$ cat src/rtl/jac_pkg.sv
package jac_pkg;

    // Width of a mapped position and of the stability counter.
    localparam int POS_BITS   = 7;
    localparam int COUNT_BITS = 7;
    // Quotient bits of the linear map; the quotient never exceeds 98.
    localparam int QUOT_BITS  = 7;
    localparam int QCNT_BITS  = 3;

    localparam logic [POS_BITS-1:0] POS_LOW      = 7'd1;
    localparam logic [POS_BITS-1:0] POS_HIGH     = 7'd99;
    localparam logic [POS_BITS-1:0] POS_CENTRE   = 7'd50;
    localparam logic [POS_BITS-1:0] POS_DIR_LOW  = 7'd25;
    localparam logic [POS_BITS-1:0] POS_DIR_HIGH = 7'd75;

    localparam int                    STABLE_STEP  = 10;
    localparam logic [COUNT_BITS-1:0] STABLE_LIMIT = 7'd100;

    localparam logic [1:0] DIR_NONE = 2'd0;
    localparam logic [1:0] DIR_NEG  = 2'd1;
    localparam logic [1:0] DIR_POS  = 2'd2;

    // Configuration register indexes.
    localparam int         CFG_INDEX_BITS  = 3;
    localparam logic [2:0] REG_X_CENTER    = 3'd0;
    localparam logic [2:0] REG_Y_CENTER    = 3'd1;
    localparam logic [2:0] REG_X_DEADZONE  = 3'd2;
    localparam logic [2:0] REG_Y_DEADZONE  = 3'd3;
    localparam logic [2:0] REG_DIR_ENABLE  = 3'd4;

    localparam int CENTRE_RESET   = 2048;
    localparam int DEADZONE_RESET = 200;

    localparam int OUT_DATA_BITS = 24;

    typedef enum logic [2:0] {
        K_LOW,
        K_HIGH,
        K_DEAD,
        K_MAP,
        K_EMPTY
    } kind_t;

    typedef enum logic [2:0] {
        ST_IDLE,
        ST_EVAL,
        ST_DIVX_GO,
        ST_DIVX_WAIT,
        ST_DIVY_GO,
        ST_DIVY_WAIT,
        ST_COMMIT
    } state_t;

    typedef struct packed {
        logic [POS_BITS-1:0] pos;
        logic                in_dz;
        logic [1:0]          dir;
        logic                recenter;
    } axis_res_t;

endpackage

$ cat src/rtl/joystick_axis_conditioner.sv
// Joystick axis conditioner.
//
// The input stream (s_tvalid, s_tready, s_tdata) carries one X and one Y
// converter sample per transaction. The output stream (m_tvalid, m_tready,
// m_tdata) returns one result per input: mapped positions, deadzone flags,
// latched directions and recentre requests for both axes. Centres, deadzones
// and the direction enable are written through the cfg_we / cfg_index / cfg_wdata
// port, which the user may only do while the block is idle; it is not enforced.
//
// Each item is evaluated for both axes in the same cycle, then the linear
// map of X and then of Y runs through a single shared restoring divider
// that produces one quotient bit per cycle. A result appears when the
// block returns to idle, and s_tready rises again with it, so no new item
// is taken while one is still in progress, chiefly in the two divisions.
// Reset clears the range marks, stability counters and direction latches
// and loads the register defaults. If the receiver stalls, the result is
// held in the output register and the next item is taken and worked on,
// but it is not committed until the previous result has been taken.
module joystick_axis_conditioner
    import jac_pkg::*;
#(
    parameter int SAMPLE_BITS = 12
)
(
    input  logic                                    clk,
    input  logic                                    rst_n,
    input  logic                                    s_tvalid,
    output logic                                    s_tready,
    // x_sample, y_sample
    input  logic [((2*SAMPLE_BITS+7)/8)*8-1:0]      s_tdata,
    output logic                                    m_tvalid,
    input  logic                                    m_tready,
    // x_position, y_position, x_in_deadzone, y_in_deadzone, x_direction,
    // y_direction, x_recenter_request, y_recenter_request
    output logic [OUT_DATA_BITS-1:0]                m_tdata,
    input  logic                                    cfg_we,
    input  logic [CFG_INDEX_BITS-1:0]               cfg_index,
    input  logic [SAMPLE_BITS-1:0]                  cfg_wdata
);

    localparam int NW = SAMPLE_BITS + QUOT_BITS;

    state_t state_reg, state_next;

    logic [SAMPLE_BITS-1:0] x_centre_reg, y_centre_reg;
    logic [SAMPLE_BITS-1:0] x_dz_reg, y_dz_reg;
    logic                   dir_en_reg;

    logic [SAMPLE_BITS-1:0] xs_reg, ys_reg;
    logic [QUOT_BITS-1:0]   qx_reg, qx_next, qy_reg, qy_next;
    logic                   m_valid_reg, m_valid_next;
    logic [OUT_DATA_BITS-1:0] m_data_reg, m_data_next;

    logic                   accept;
    logic                   eval;
    logic                   commit;
    logic                   div_start;
    logic                   div_done;
    logic [QUOT_BITS-1:0]   div_quot;
    logic [NW-1:0]          div_num;
    logic [SAMPLE_BITS-1:0] div_den;
    logic [NW-1:0]          x_num, y_num;
    logic [SAMPLE_BITS-1:0] x_den, y_den;
    axis_res_t              x_res, y_res;

    assign accept = s_tvalid && s_tready;

    always_ff @(posedge clk or negedge rst_n)
    begin
        if (!rst_n)
        begin
            x_centre_reg <= SAMPLE_BITS'(CENTRE_RESET);
            y_centre_reg <= SAMPLE_BITS'(CENTRE_RESET);
            x_dz_reg     <= SAMPLE_BITS'(DEADZONE_RESET);
            y_dz_reg     <= SAMPLE_BITS'(DEADZONE_RESET);
            dir_en_reg   <= 1'b1;
        end
        else if (cfg_we)
        begin
            case (cfg_index)
                REG_X_CENTER:   x_centre_reg <= cfg_wdata;
                REG_Y_CENTER:   y_centre_reg <= cfg_wdata;
                REG_X_DEADZONE: x_dz_reg     <= cfg_wdata;
                REG_Y_DEADZONE: y_dz_reg     <= cfg_wdata;
                REG_DIR_ENABLE: dir_en_reg   <= cfg_wdata[0];
                default:        ;
            endcase
        end
    end

    always_comb
    begin
        state_next   = state_reg;
        eval         = 1'b0;
        commit       = 1'b0;
        div_start    = 1'b0;
        div_num      = x_num;
        div_den      = x_den;
        qx_next      = qx_reg;
        qy_next      = qy_reg;
        m_valid_next = m_valid_reg && !m_tready;
        m_data_next  = m_data_reg;
        s_tready     = 1'b0;
        case (state_reg)
            ST_IDLE:
            begin
                s_tready = 1'b1;
                if (s_tvalid)
                begin
                    state_next = ST_EVAL;
                end
            end
            ST_EVAL:
            begin
                eval       = 1'b1;
                state_next = ST_DIVX_GO;
            end
            ST_DIVX_GO:
            begin
                div_start  = 1'b1;
                state_next = ST_DIVX_WAIT;
            end
            ST_DIVX_WAIT:
            begin
                if (div_done)
                begin
                    qx_next    = div_quot;
                    state_next = ST_DIVY_GO;
                end
            end
            ST_DIVY_GO:
            begin
                div_start  = 1'b1;
                div_num    = y_num;
                div_den    = y_den;
                state_next = ST_DIVY_WAIT;
            end
            ST_DIVY_WAIT:
            begin
                if (div_done)
                begin
                    qy_next    = div_quot;
                    state_next = ST_COMMIT;
                end
            end
            ST_COMMIT:
            begin
                if (!m_valid_reg || m_tready)
                begin
                    commit       = 1'b1;
                    m_valid_next = 1'b1;
                    m_data_next  = {2'b00, y_res.recenter, x_res.recenter,
                                    y_res.dir, x_res.dir, y_res.in_dz, x_res.in_dz,
                                    y_res.pos, x_res.pos};
                    state_next   = ST_IDLE;
                end
            end
            default:
            begin
                state_next = ST_IDLE;
            end
        endcase
    end

    always_ff @(posedge clk or negedge rst_n)
    begin
        if (!rst_n)
        begin
            state_reg   <= ST_IDLE;
            m_valid_reg <= 1'b0;
        end
        else
        begin
            state_reg   <= state_next;
            m_valid_reg <= m_valid_next;
        end
    end

    always_ff @(posedge clk)
    begin
        if (accept)
        begin
            xs_reg <= s_tdata[SAMPLE_BITS-1:0];
            ys_reg <= s_tdata[2*SAMPLE_BITS-1:SAMPLE_BITS];
        end
        qx_reg     <= qx_next;
        qy_reg     <= qy_next;
        m_data_reg <= m_data_next;
    end

    jac_axis #(.SAMPLE_BITS(SAMPLE_BITS)) u_axis_x (
        .clk      (clk),
        .rst_n    (rst_n),
        .eval     (eval),
        .commit   (commit),
        .dir_en   (dir_en_reg),
        .sample   (xs_reg),
        .centre   (x_centre_reg),
        .deadzone (x_dz_reg),
        .quot     (qx_reg),
        .res      (x_res),
        .num      (x_num),
        .den      (x_den)
    );

    jac_axis #(.SAMPLE_BITS(SAMPLE_BITS)) u_axis_y (
        .clk      (clk),
        .rst_n    (rst_n),
        .eval     (eval),
        .commit   (commit),
        .dir_en   (dir_en_reg),
        .sample   (ys_reg),
        .centre   (y_centre_reg),
        .deadzone (y_dz_reg),
        .quot     (qy_reg),
        .res      (y_res),
        .num      (y_num),
        .den      (y_den)
    );

    jac_divider #(.SAMPLE_BITS(SAMPLE_BITS)) u_divider (
        .clk   (clk),
        .rst_n (rst_n),
        .start (div_start),
        .num   (div_num),
        .den   (div_den),
        .done  (div_done),
        .quot  (div_quot)
    );

    assign m_tvalid = m_valid_reg;
    assign m_tdata  = m_data_reg;

endmodule

$ cat src/rtl/jac_divider.sv
module jac_divider
    import jac_pkg::*;
#(
    parameter int SAMPLE_BITS = 12
)
(
    input  logic                           clk,
    input  logic                           rst_n,
    input  logic                           start,
    input  logic [SAMPLE_BITS+QUOT_BITS-1:0] num,
    input  logic [SAMPLE_BITS-1:0]         den,
    output logic                           done,
    output logic [QUOT_BITS-1:0]           quot
);

    localparam int NW = SAMPLE_BITS + QUOT_BITS;

    logic [NW-1:0]        rem_reg, rem_next;
    logic [NW-1:0]        dsh_reg, dsh_next;
    logic [QUOT_BITS-1:0] q_reg, q_next;
    logic [QCNT_BITS-1:0] cnt_reg, cnt_next;
    logic                 busy_reg, busy_next;
    logic                 done_reg, done_next;
    logic                 fits;

    // Restoring division, one quotient bit per cycle, most significant first.
    assign fits = (rem_reg >= dsh_reg);

    always_comb
    begin
        rem_next  = rem_reg;
        dsh_next  = dsh_reg;
        q_next    = q_reg;
        cnt_next  = cnt_reg;
        busy_next = busy_reg;
        done_next = 1'b0;
        if (start)
        begin
            rem_next  = num;
            dsh_next  = NW'(den) << (QUOT_BITS - 1);
            q_next    = '0;
            cnt_next  = QCNT_BITS'(QUOT_BITS - 1);
            busy_next = 1'b1;
        end
        else if (busy_reg)
        begin
            if (fits)
            begin
                rem_next = rem_reg - dsh_reg;
            end
            q_next   = {q_reg[QUOT_BITS-2:0], fits};
            dsh_next = dsh_reg >> 1;
            cnt_next = cnt_reg - 1'b1;
            if (cnt_reg == '0)
            begin
                busy_next = 1'b0;
                done_next = 1'b1;
            end
        end
    end

    always_ff @(posedge clk or negedge rst_n)
    begin
        if (!rst_n)
        begin
            busy_reg <= 1'b0;
            done_reg <= 1'b0;
            cnt_reg  <= '0;
        end
        else
        begin
            busy_reg <= busy_next;
            done_reg <= done_next;
            cnt_reg  <= cnt_next;
        end
    end

    always_ff @(posedge clk)
    begin
        rem_reg <= rem_next;
        dsh_reg <= dsh_next;
        q_reg   <= q_next;
    end

    assign done = done_reg;
    assign quot = q_reg;

endmodule

$ cat src/rtl/jac_axis.sv
module jac_axis
    import jac_pkg::*;
#(
    parameter int SAMPLE_BITS = 12
)
(
    input  logic                             clk,
    input  logic                             rst_n,
    input  logic                             eval,
    input  logic                             commit,
    input  logic                             dir_en,
    input  logic [SAMPLE_BITS-1:0]           sample,
    input  logic [SAMPLE_BITS-1:0]           centre,
    input  logic [SAMPLE_BITS-1:0]           deadzone,
    input  logic [QUOT_BITS-1:0]             quot,
    output axis_res_t                        res,
    output logic [SAMPLE_BITS+QUOT_BITS-1:0] num,
    output logic [SAMPLE_BITS-1:0]           den
);

    localparam int NW = SAMPLE_BITS + QUOT_BITS;

    logic [SAMPLE_BITS-1:0] low_reg, low_next;
    logic [SAMPLE_BITS-1:0] high_reg, high_next;
    logic [SAMPLE_BITS-1:0] last_reg;
    logic [COUNT_BITS-1:0]  count_reg, count_next;
    logic [1:0]             dir_reg, dir_next;
    kind_t                  kind_reg, kind_next;
    logic                   rec_reg, rec_next;
    logic [NW-1:0]          num_reg, num_next;
    logic [SAMPLE_BITS-1:0] den_reg, den_next;

    logic [SAMPLE_BITS-1:0] offset;
    logic [SAMPLE_BITS-1:0] step;
    logic [SAMPLE_BITS-1:0] span;
    logic [COUNT_BITS-1:0]  count_inc;
    logic [POS_BITS-1:0]    pos;

    assign offset    = (sample >= centre) ? (sample - centre) : (centre - sample);
    assign step      = (sample >= last_reg) ? (sample - last_reg) : (last_reg - sample);
    assign span      = sample - low_reg;
    assign count_inc = count_reg + 1'b1;

    always_comb
    begin
        low_next   = low_reg;
        high_next  = high_reg;
        count_next = count_reg;
        kind_next  = kind_reg;
        rec_next   = rec_reg;
        // 98 * span by shifts: 64 + 32 + 2.
        num_next   = (NW'(span) << 6) + (NW'(span) << 5) + (NW'(span) << 1);
        den_next   = high_reg - low_reg;
        if (eval)
        begin
            rec_next = 1'b0;
            if (sample < low_reg)
            begin
                low_next  = sample;
                kind_next = K_LOW;
            end
            else if (sample > high_reg)
            begin
                high_next = sample;
                kind_next = K_HIGH;
            end
            else if (offset < deadzone)
            begin
                kind_next = K_DEAD;
                if (step < SAMPLE_BITS'(STABLE_STEP))
                begin
                    if (count_inc > STABLE_LIMIT)
                    begin
                        rec_next   = 1'b1;
                        count_next = '0;
                    end
                    else
                    begin
                        count_next = count_inc;
                    end
                end
                else
                begin
                    count_next = '0;
                end
            end
            else if (high_reg > low_reg)
            begin
                kind_next = K_MAP;
            end
            else
            begin
                kind_next = K_EMPTY;
            end
        end
    end

    always_comb
    begin
        case (kind_reg)
            K_LOW:   pos = POS_LOW;
            K_HIGH:  pos = POS_HIGH;
            K_MAP:   pos = quot + 1'b1;
            default: pos = POS_CENTRE;
        endcase
    end

    // The latch picks a side once and keeps it until the position returns
    // to the middle band; while dir_en is low it holds its side.
    always_comb
    begin
        dir_next = dir_reg;
        if (dir_en)
        begin
            if (pos < POS_DIR_LOW)
            begin
                if (dir_reg == DIR_NONE)
                begin
                    dir_next = DIR_NEG;
                end
            end
            else if (pos > POS_DIR_HIGH)
            begin
                if (dir_reg == DIR_NONE)
                begin
                    dir_next = DIR_POS;
                end
            end
            else
            begin
                dir_next = DIR_NONE;
            end
        end
    end

    always_ff @(posedge clk or negedge rst_n)
    begin
        if (!rst_n)
        begin
            low_reg   <= '1;
            high_reg  <= '0;
            last_reg  <= '0;
            count_reg <= '0;
            dir_reg   <= DIR_NONE;
            kind_reg  <= K_EMPTY;
            rec_reg   <= 1'b0;
        end
        else
        begin
            low_reg   <= low_next;
            high_reg  <= high_next;
            count_reg <= count_next;
            kind_reg  <= kind_next;
            rec_reg   <= rec_next;
            if (commit)
            begin
                last_reg <= sample;
                dir_reg  <= dir_next;
            end
        end
    end

    always_ff @(posedge clk)
    begin
        if (eval)
        begin
            num_reg <= num_next;
            den_reg <= den_next;
        end
    end

    assign num          = num_reg;
    assign den          = den_reg;
    assign res.pos      = pos;
    assign res.in_dz    = (kind_reg == K_DEAD);
    assign res.dir      = dir_next;
    assign res.recenter = rec_reg;

endmodule

$ cat config.mk
export PLATFORM = sky130hd
export DESIGN_NAME = joystick_axis_conditioner
export DESIGN_NICKNAME = d
export VERILOG_FILES = /design/src/rtl/jac_pkg.sv /design/src/rtl/joystick_axis_conditioner.sv /design/src/rtl/jac_divider.sv /design/src/rtl/jac_axis.sv
export SDC_FILE = /design/constraint.sdc
export NUM_CORES = 1
export LEC_CHECK = 0
export CAP_MARGIN = 30
export CELL_PAD_IN_SITES_DETAIL_PLACEMENT = 0
export CELL_PAD_IN_SITES_GLOBAL_PLACEMENT = 1
export CORE_MARGIN = 4
export CORE_UTILIZATION = 47
export DETAILED_ROUTE_END_ITERATION = 10
export DONT_BUFFER_PORTS = 1
export HOLD_SLACK_MARGIN = 0.08
export PLACE_DENSITY = 0.82
export SLEW_MARGIN = 20
export SYNTH_ARGS = -nofsm -noshare
export SYNTH_HDL_FRONTEND = slang
export SYNTH_HIERARCHICAL = 1
export SYNTH_SLANG_ARGS = --single-unit
$ cat constraint.sdc
create_clock -name clk -period 5.05 [get_ports clk]
set_clock_uncertainty 0.15 [all_clocks]
set_input_delay 0.2525 -clock clk [delete_from_list [all_inputs] [get_ports clk]]
set_output_delay 0.2525 -clock clk [all_outputs]
set_load 0.005 [all_outputs]
==> impl_summary.txt <==
----------------------------------------------------
[Detailed routing]
  Total DRC errors in the routed layout ... 0
  Final ANT Viol Nets ... 0
  Wire length on met3 ... 2.245 mm
  Ratio of routed vias to standard cells ... 5.578
  First-pass DRT Iterations ... 5
  Iteration-0 DRC count of the detailed router ... 1078
  Average routed wire per standard cell ... 18.55 um
  Total wirelength of the detailed-routed design ... 57.37 mm
  Routed length on met1 ... 26.04 mm
  Routed met2 length ... 27.76 mm
  Uppermost metal layer occupied by signal nets ... met4
  Via count of the routed design ... 17.25k

[Global route]
  Final global-route overflow total ... 0
  Via count of the first global-routing pass ... between 15k and 20k
  Overall routing resource usage ... between 20% and 30%
  First-pass GRT wire length ... 92.07 mm
  Largest net degree at the start of global routing ... 157
  Antenna violations before repair ... 1

[Final layout]
  Number of flip-flops under the largest register name ... 22
  Nets@finish ... 2762
  Signed area change from the synthesized netlist to the final layout ... 12.64%
  Layout fillers ... 4262
  Filler-free cell count of the finished design ... 3093
  Reg area ... 0.008742 mm2
  Area occupied by multi-input gates ... 0.01300 mm2
  Share of final-layout standard cells stronger than drive strength 1 ... 13.89%

[Synth]
  Fraction of synthesis flops using an asynchronous set or reset pin ... 48.75%
  YS warnings ... 6
  Netlist area before placement ... 0.02302 mm2
  Largest area contributor in the synthesized netlist ... sky130_fd_sc_hd__edfxtp_1
  Main area contributors after synthesis ... sky130_fd_sc_hd__edfxtp_1, sky130_fd_sc_hd__ha_1, sky130_fd_sc_hd__dfrtp_1, sky130_fd_sc_hd__inv_1, sky130_fd_sc_hd__mux2_2
  Post-synth EDFFs ... 151
  Top-area cell type share of the netlist area ... 19.69%
  Post-synthesis register bit count ... 320
  Synth unique cells ... 115
  Dominant synthesized flop cell ... sky130_fd_sc_hd__edfxtp_1
  Sequential fraction of the synthesis area ... 37.97%
  Number of instances in the synthesized netlist ... 2363
  Post-synthesis area per instance ... 9.743 um2

[Job]
  Max-cap violation count ... 0

[Place]
  # placed instances ... about 3k
  Number of port buffers ... 0
  Final weighted congestion in routability-driven placement ... 0.8871
  Detailed placer's ending HPWL ... between 40 and 50 mm
  Post-placement setup slack ... 0.02042 ns

[Timing]
  Hold Violations, Final ... 0
  Min Tclk post-route ... between 4 and 5 ns
  Count of endpoints failing setup in the final report ... 0
  Final Cycle Share ... 96.94%
  Worst path setup slack after routing ... between 0.15 and 0.2 ns
  Number of pins with negative max-slew slack in the final report ... 0
  F_max ... 204.3 MHz
  Worst Hold Margin ... 0.1646 ns
  Worst rel slew slack ... 36.69%
  Transition at the pin with the smallest max-transition slack ... 0.9476 ns

[Critical path]
  Startpoint-to-endpoint class of the critical path ... reg2reg
  Critical path data required time ... 5.41 ns
  Sort of element at the start of the critical path ... register
  Max Fanout on Critical Path ... 15
  WP data arrival ... 5.25 ns
  Reg-to-reg setup timing slack ... 0.15 ns
  Category of the worst setup path capture point ... register

[Clock tree]
  Num CTS Buffers ... 40
  Clock edge transition at the registers on the reported setup and hold paths ... roughly 0.060 ns
  # H-tree levels ... 2
  Clock Tree Buf Depth ... 3
  Worst-Skew Late Latency ... ~0.57 ns
  Clock root buffer ... sky130_fd_sc_hd__clkbuf_16
  TritonCTS clock tree ... yes
  Clock tree sinks ... 320

[Floorplanning]
  Chip height ... 229.3 um
  Core Box Area ... between 0.04 and 0.05 mm2
  Total I/O pin count ... 70
  Standard-cell row count ... 80
  Effective utilization at floorplan ... 47.92%
  Die Span X ... 229.3 um
  Overall die area ... 0.05259 mm2

[Status]
  Outcome ... complete, no violations

[Worst hold path]
  Classification of the worst-slack hold path ... in2reg

----------------------------------------------------
[metal layers]
metal  vias up  global-route usage (%)
met4         0                   6.124
met1      8365                   28.86
met2       331                   36.59
li1       8488                       -
met5         -                       0
met3        70                   2.746
[stage by stage]
step | util, % | instance area [um2] | setup TNS, ns
floorplan | - | 23030 | 0
global placement | 49.64 | 23850 | 0
detailed placement | 49.68 | 23870 | 0
CTS | 53.59 | 25750 | 0
global route | 53.97 | 25930 | -0.1566
finish | 53.97 | 25930 | 0
[cells in the final DEF, fill, tap and decap left out, types with 9 or more instances in the layout]
cell type                       Yosys  final
sky130_fd_sc_hd__buf_4             14     64
sky130_fd_sc_hd__and2_1            10      9
sky130_fd_sc_hd__xor2_1            49     47
sky130_fd_sc_hd__o2111ai_1         11     11
sky130_fd_sc_hd__dfxtp_1           13     13
sky130_fd_sc_hd__nor2b_1           33     32
sky130_fd_sc_hd__dfrtp_1          121    121
sky130_fd_sc_hd__ha_1             244    242
sky130_fd_sc_hd__clkbuf_16          0     40
sky130_fd_sc_hd__mux2i_1           27     27
sky130_fd_sc_hd__dlygate4sd3_1      0     52
sky130_fd_sc_hd__nor3_1            39     38
sky130_fd_sc_hd__o21ai_0          159    158
sky130_fd_sc_hd__a21o_1            66     66
sky130_fd_sc_hd__o21bai_1          14     14
sky130_fd_sc_hd__nand2_1          212    212
sky130_fd_sc_hd__edfxtp_1         151    151
sky130_fd_sc_hd__nand4_1           29     29
sky130_fd_sc_hd__nor2_1           130    130
sky130_fd_sc_hd__a21oi_2            2     13
sky130_fd_sc_hd__and3_1            14     14
sky130_fd_sc_hd__nand2b_1          36     36
sky130_fd_sc_hd__dfstp_2           35     35
sky130_fd_sc_hd__o211ai_1          19     19
sky130_fd_sc_hd__xnor2_1           68     67
sky130_fd_sc_hd__nand3_1           41     41
sky130_fd_sc_hd__a31oi_1           18     18
sky130_fd_sc_hd__inv_1            272    271
sky130_fd_sc_hd__mux2_2            88     88
sky130_fd_sc_hd__o21a_1            17     17
sky130_fd_sc_hd__a211oi_1          21     18
sky130_fd_sc_hd__or2_2             13     12
sky130_fd_sc_hd__fa_1              29     29
sky130_fd_sc_hd__or3_1             13     13
sky130_fd_sc_hd__a21oi_1          116    104
[final cells by class]
class / count / share of cell area, %
inverters: 272 / 3.937
diodes: 1 / 0.009650
clock buffers: 48 / 3.976
repair buffers: 120 / 4.145
clock inverters: 26 / 1.110
flip-flops and latches: 320 / 33.71
multi-input cells: 1691 / 50.14
well taps: 615 / 2.967
[Yosys cell counts (all sizes together), types with 6 or more instances]
library cell and n:
or3 14, o21bai 14, o21ai 170, o21a 17
xor2 49, mux2 91, nor4 6, mux2i 27
a31oi 22, dfrtp 121, nand4 29, dfstp 35
o2111ai 11, clkbuf 42, a211oi 22, and3 16
nand3b 6, nor2 130, fa 29, a22o 9
a21boi 9, o32ai 7, xnor2 68, nand3 42
a21oi 119, a21o 68, or2 14, nor2b 33
nor3 41, o211ai 20, inv 272, ha 244
dfxtp 13, nand2b 37, nand2 213, edfxtp 151
buf 39, a31o 6, and2 12, nor3b 6
[logic make-up after synthesis]
kind of cell,count (synthesis),synth area share [%]
multiplexers,119,5.722
AND/OR/NAND/NOR,619,13.41
flip-flops,320,37.97
adder cells (fa/ha/maj),273,15.78
other,3,0.04891
AO/OA/AOI/OAI,559,16.24
XOR/XNOR,117,4.451
buffers and inverters,353,6.380
[final timing paths]
path / start / to / depth (start not counted)
max in group asynchronous: rst_n / u_divider/busy_reg / 2
hold reg to reg: u_axis_x/rec_reg / m_tdata[20] / 0
min in group asynchronous: rst_n / u_axis_y/last_reg[5] / 2
hold / removal: s_tdata[10] / xs_reg[10] / 1
setup reg to reg: xs_reg[0] / u_axis_x/count_reg[2] / 22
setup / recovery: xs_reg[0] / u_axis_x/count_reg[2] / 22
[critical path, cell delays in order, from the launching register on]
cell and delay [ns]:
sky130_fd_sc_hd__edfxtp_1 0.39, sky130_fd_sc_hd__inv_1 0.10, sky130_fd_sc_hd__ha_1 0.17, sky130_fd_sc_hd__inv_1 0.07, sky130_fd_sc_hd__fa_1 0.41, sky130_fd_sc_hd__a21oi_2 0.20
sky130_fd_sc_hd__o211ai_2 0.12, sky130_fd_sc_hd__a31oi_2 0.23, sky130_fd_sc_hd__o21ai_2 0.11, sky130_fd_sc_hd__a31o_4 0.30, sky130_fd_sc_hd__buf_4 0.18, sky130_fd_sc_hd__a211oi_1 0.21
sky130_fd_sc_hd__a21oi_1 0.07, sky130_fd_sc_hd__xor2_1 0.15, sky130_fd_sc_hd__ha_1 0.20, sky130_fd_sc_hd__or3_1 0.37, sky130_fd_sc_hd__a211oi_2 0.24, sky130_fd_sc_hd__o31a_1 0.32
sky130_fd_sc_hd__nand2_1 0.12, sky130_fd_sc_hd__buf_6 0.20, sky130_fd_sc_hd__nor4b_1 0.29, sky130_fd_sc_hd__o211ai_1 0.15, sky130_fd_sc_hd__nand2_1 0.08
[what timing repair did]
item,CTS,global route
resized for setup,2,29
setup buffers,0,5
endpoints found under the hold margin,233,0
pin swaps,0,8
endpoints found under the setup margin,2,25
hold buffers,53,0
Power is left out: the tool's default activity adds up to more than one toggle a clock period on the data nets, which glitch-free logic cannot reach.
